==> config.mk <==
export PLATFORM = sky130hd
export DESIGN_NAME = sle_cell
export DESIGN_NICKNAME = d
export VERILOG_FILES = /design/src/sle_pkg.sv /design/src/sle_cell.sv
export SDC_FILE = /design/constraint.sdc
export NUM_CORES = 1
export LEC_CHECK = 0
export ABC_AREA = 1
export BUFFER_PORTS_ARGS = -buffer_cell sky130_fd_sc_hd__buf_2
export CORE_MARGIN = 5
export CORE_UTILIZATION = 48
export DETAILED_ROUTE_END_ITERATION = 8
export PLACE_DENSITY = 0.93
export SYNTH_ARGS = -nofsm -noshare
export SYNTH_HDL_FRONTEND = slang
export SYNTH_SLANG_ARGS = --single-unit
export TNS_END_PERCENT = 5
==> constraint.sdc <==
create_clock -name aclk -period 2.33 [get_ports aclk]
set_clock_uncertainty 0.05 [all_clocks]
set_input_delay 0 -clock aclk [delete_from_list [all_inputs] [get_ports aclk]]
set_output_delay 0 -clock aclk [all_outputs]
set_load 0.01 [all_outputs]
==> src/sle_pkg.sv <==
// Shared constants, types and codes of the sequential list engine.
package sle_pkg;

    localparam int CAPACITY = 32;
    localparam int DATA_W   = 32;
    localparam int CMD_W    = 3;
    localparam int IDX_W    = 5;
    localparam int POS_W    = (CAPACITY > 1) ? $clog2(CAPACITY) : 1;
    localparam int CNT_W    = $clog2(CAPACITY + 1);
    localparam int CMP_W    = (CNT_W > IDX_W) ? CNT_W + 1 : IDX_W + 1;
    localparam int FIND_W   = 5;
    localparam int LEN_W    = 6;
    localparam int S_DATA_W = 40;
    localparam int M_DATA_W = 48;

    localparam logic [CMD_W-1:0] CMD_SET    = 3'd0;
    localparam logic [CMD_W-1:0] CMD_GET    = 3'd1;
    localparam logic [CMD_W-1:0] CMD_INSERT = 3'd2;
    localparam logic [CMD_W-1:0] CMD_DELETE = 3'd3;
    localparam logic [CMD_W-1:0] CMD_LOCATE = 3'd4;
    localparam logic [CMD_W-1:0] CMD_PRIOR  = 3'd5;
    localparam logic [CMD_W-1:0] CMD_NEXT   = 3'd6;

    localparam logic [1:0] OP_HOLD       = 2'd0;
    localparam logic [1:0] OP_WRITE      = 2'd1;
    localparam logic [1:0] OP_SHIFT_UP   = 2'd2;
    localparam logic [1:0] OP_SHIFT_DOWN = 2'd3;

    typedef logic [DATA_W-1:0] data_t;
    typedef logic [POS_W-1:0]  pos_t;
    typedef logic [CNT_W-1:0]  cnt_t;
    typedef logic [CMP_W-1:0]  cmp_t;
    typedef logic [CAPACITY-1:0][DATA_W-1:0] ent_vec_t;

    typedef struct packed {
        logic             load;
        logic [1:0]       op;
        logic [IDX_W-1:0] index;
        data_t            value;
    } cell_ctrl_t;

    typedef struct packed {
        logic  found;
        pos_t  first_pos;
        logic  prior_ok;
        data_t prior_val;
        logic  next_ok;
        data_t next_val;
    } pick_t;

endpackage

==> src/sle_cell.sv <==
// One list position: holds an entry, shifts to or from its neighbors, flags a match.
module sle_cell (
    input  logic               aclk,
    input  logic               aresetn,
    input  sle_pkg::cell_ctrl_t ctrl,
    input  sle_pkg::pos_t      cell_pos,
    input  sle_pkg::cnt_t      count,
    input  sle_pkg::data_t     prev_entry,
    input  sle_pkg::data_t     next_entry,
    output sle_pkg::data_t     entry,
    output logic               hit
);

    sle_pkg::data_t entry_reg;
    sle_pkg::data_t entry_next;
    logic           hit_reg;
    logic           hit_next;
    logic           at_idx;
    logic           above_idx;
    logic           live;

    assign at_idx    = sle_pkg::cmp_t'(cell_pos) == sle_pkg::cmp_t'(ctrl.index);
    assign above_idx = sle_pkg::cmp_t'(cell_pos) >  sle_pkg::cmp_t'(ctrl.index);
    assign live      = sle_pkg::cmp_t'(cell_pos) <  sle_pkg::cmp_t'(count);

    always_comb begin
        entry_next = entry_reg;
        case (ctrl.op)
            sle_pkg::OP_WRITE: begin
                if (at_idx) entry_next = ctrl.value;
            end
            sle_pkg::OP_SHIFT_UP: begin
                if (above_idx)   entry_next = prev_entry;
                else if (at_idx) entry_next = ctrl.value;
            end
            sle_pkg::OP_SHIFT_DOWN: begin
                if (at_idx || above_idx) entry_next = next_entry;
            end
            default: entry_next = entry_reg;
        endcase
    end

    assign hit_next = ctrl.load ? (live && entry_reg == ctrl.value) : hit_reg;

    always_ff @(posedge aclk) begin
        entry_reg <= entry_next;
    end

    always_ff @(posedge aclk) begin
        if (!aresetn) begin
            hit_reg <= 1'b0;
        end else begin
            hit_reg <= hit_next;
        end
    end

    assign entry = entry_reg;
    assign hit   = hit_reg;

endmodule

==> flow_summary.toml <==
[status]
status = "finished, final reports clean"

[drt]
ant_nets = 0
first_pass_iters = 5
num_vias = 3837
drc_errors = 0
drt_iter0_markers = 255
avgViaCountPerCell = 5.25
wl_per_cell_um = 14.1
wirelength_um = 10300

[timing]
setup_ws_ns = 0.452
relSlewSlack_pct = 52.2
rsz0062_at_grt = "false"
setup_viol_count_final = 0
fin_crit_sh_pct = 80.6
whs_ns = 0.00535
min_period_ns = 1.88
slew_violations = 0
fmax_mhz = 533
max_slew.worst_pin.slew_ns = 0.717
finalHoldViolCount = 0
fin_setup_tns_ns = 0

[synth]
synth.largest_area_cell = "edfxtp_1"
yosys_most_used_dff = "edfxtp_1"
synthTopCellsByArea = "edfxtp_1 (30%), nand2_1 (18%), inv_1 (6.9%)"
syn_area_per_cell_um2 = 6.42
synth_top_area_share_pct = 29.6
syn_inst = 505
async_flop_share_pct = 0
synthesis.nets = 631
netlist_area_um2 = 3240
ys_warn_count = 0
synth_seq_cells = 33
yosysSeqAreaShare_pct = 30.3
synth_edf_count = 32
synth.distinct_cells = 26

[cts]
post_cts_resized = 0
clk_pin_slew_ns = 0.08
numCtsBuffers = 5
cts_hold_buffers = 7
cts-root-buf = "clkbuf_8"
cts_tree = "done"
clkLatencyLatePin_ns = 0.28
cts.sinks = 33
cts_setup_buffers = 0
cts-htree-levels = 2
clock_path_buffers = 2

[place]
place_area_um2 = 4060
io_buffers = 149
pre_cts_slack_ns = 0.326
place_congestion = 0.932
dp_hpwl_um = 7930
placed_cells = 715

[critical_path]
r2r_cells = 10
cp.required_ns = 2.51
endpoint = "hit"
worst-setup-path-type = "flop to flop"
crit_path_start_kind = "flop"
arrival_ns = 2.06
ff2ff_setup_slack_ns = 0.45
end_kind = "flop"
worstPathMaxFanout = 3
critPathLaunch = "entry[9]"
r2r_end = "hit"
timing.rr.start = "entry[9]"

[finish]
layout-drive-gt1-share_pct = 27.0
area_growth_pct = 30.8
final_nets = 776
n_fill_cell = 632
design_area_um2 = 4240
final_core_util_pct = 63.4
diodes = 0
fin_cells = 731
largest_reg_flops = 32

[grt]
grt_max_degree = 39
grt_pass1_wl_um = 17000
antenna_found_initial = 0
grt_pass1_vias = 3854
gr-total-overflow = 0
grt_usage_pct = 24.4

[floorplan]
core_um2 = 6680
fp.dieW_um = 92.2
start_util_pct = 48.5
die_h_um = 92.2
num_io_pins = 150
rows = 30
dieArea_um2 = 8500

[power]
power_density_nw_per_um2 = 535
p_leak_nw = 2.24
ir_drop_v = 0.000278
total_power_mw = 2.27

[hold_path]
hold_class = "input port to flop"

[job]
drv_cap = 0
-- per-layer routing --
layer / wire length (µm) / vias up / global-route usage, % / part of all wire [%]
met5: 0 / - / 0 / 0
met4: 308 / 0 / 8.29 / 3.0
met3: 764 / 31 / 4.68 / 7.4
met2: 5220 / 178 / 44.2 / 51
met1: 4030 / 1707 / 28.7 / 39
li1: - / 1921 / - / -
-- layout make-up --
class	count	area [µm²]	area share [%]
multi-input combinational	385	1910	45.1
tap	80	100	2.36
clock buffer	7	96.3	2.27
clock inverter	1	5.00	0.118
sequential	33	981	23.1
inverter	61	229	5.40
timing repair buffer	164	916	21.6
-- placed cells by master (no fill, tap or decap), types with 2 or more instances in the layout --
master	netlist	layout
ha_1	9	9
dlygate4sd3_1	0	8
o21ai_0	40	40
buf_12	0	3
buf_2	11	149
clkbuf_8	0	7
nor2_1	53	52
o21ai_2	5	5
a21oi_1	3	3
xor2_1	7	7
o211ai_1	6	6
nand2_2	2	2
xnor2_1	3	3
o21bai_1	26	26
or2_0	10	10
nand3_1	36	36
nand2_1	155	155
buf_4	1	4
inv_1	60	60
edfxtp_1	32	32
o21ai_1	26	26
-- logic make-up (layout without fill, tap and decap cells) --
logic type / count (synthesis) / after routing / share of synthesized area, %
AO/OA/AOI/OAI: 108 / 108 / 20.1
flip-flops: 33 / 33 / 30.3
AND/OR/NAND/NOR: 258 / 258 / 32.7
adder cells (fa/ha/maj): 9 / 9 / 3.47
XOR/XNOR: 10 / 10 / 2.70
buffers and inverters: 87 / 233 / 10.8
-- cell usage after synthesis, types with 6 or more instances --
library cell and instances:
clkbuf_1 13, ha_1 9, edfxtp_1 32, buf_2 11
nand3_1 36, o211ai_1 6, inv_1 60, o21bai_1 26
o21ai_0 40, nand2_1 155, or2_0 10, nor2_1 53
o21ai_1 26, xor2_1 7
-- critical path, stage by stage (launching register included) --
cell and delay, ns:
edfxtp_1 0.42, nand2_1 0.09, nand2_1 0.05, nor2_1 0.14, nand2_1 0.06, nor2_1 0.11
nand3_1 0.12, nor2_1 0.12, nor2_1 0.05, nor2_1 0.07, dlygate4sd3_1 0.55
-- where the power goes --
group | total [mW] | internal, mW | leakage [nW] | switching [mW]
Sequential | 0.852 | 0.777 | 0.336 | 0.0748
Clock | 0.496 | 0.268 | 0.0542 | 0.229
Combinational | 0.920 | 0.391 | 1.85 | 0.529
-- worst min path at each step --
stage | from | end | cells after the start
6_report | prev_entry[13] | entry[13] | 3
5_1_grt | prev_entry[12] | entry[12] | 3
4_1_cts | prev_entry[29] | entry[29] | 3
3_5_place_dp | aresetn | hit | 3
3_3_place_gp | aresetn | hit | 3
2_1_floorplan | aresetn | hit | 2
Power figures use the tool's default switching activity.
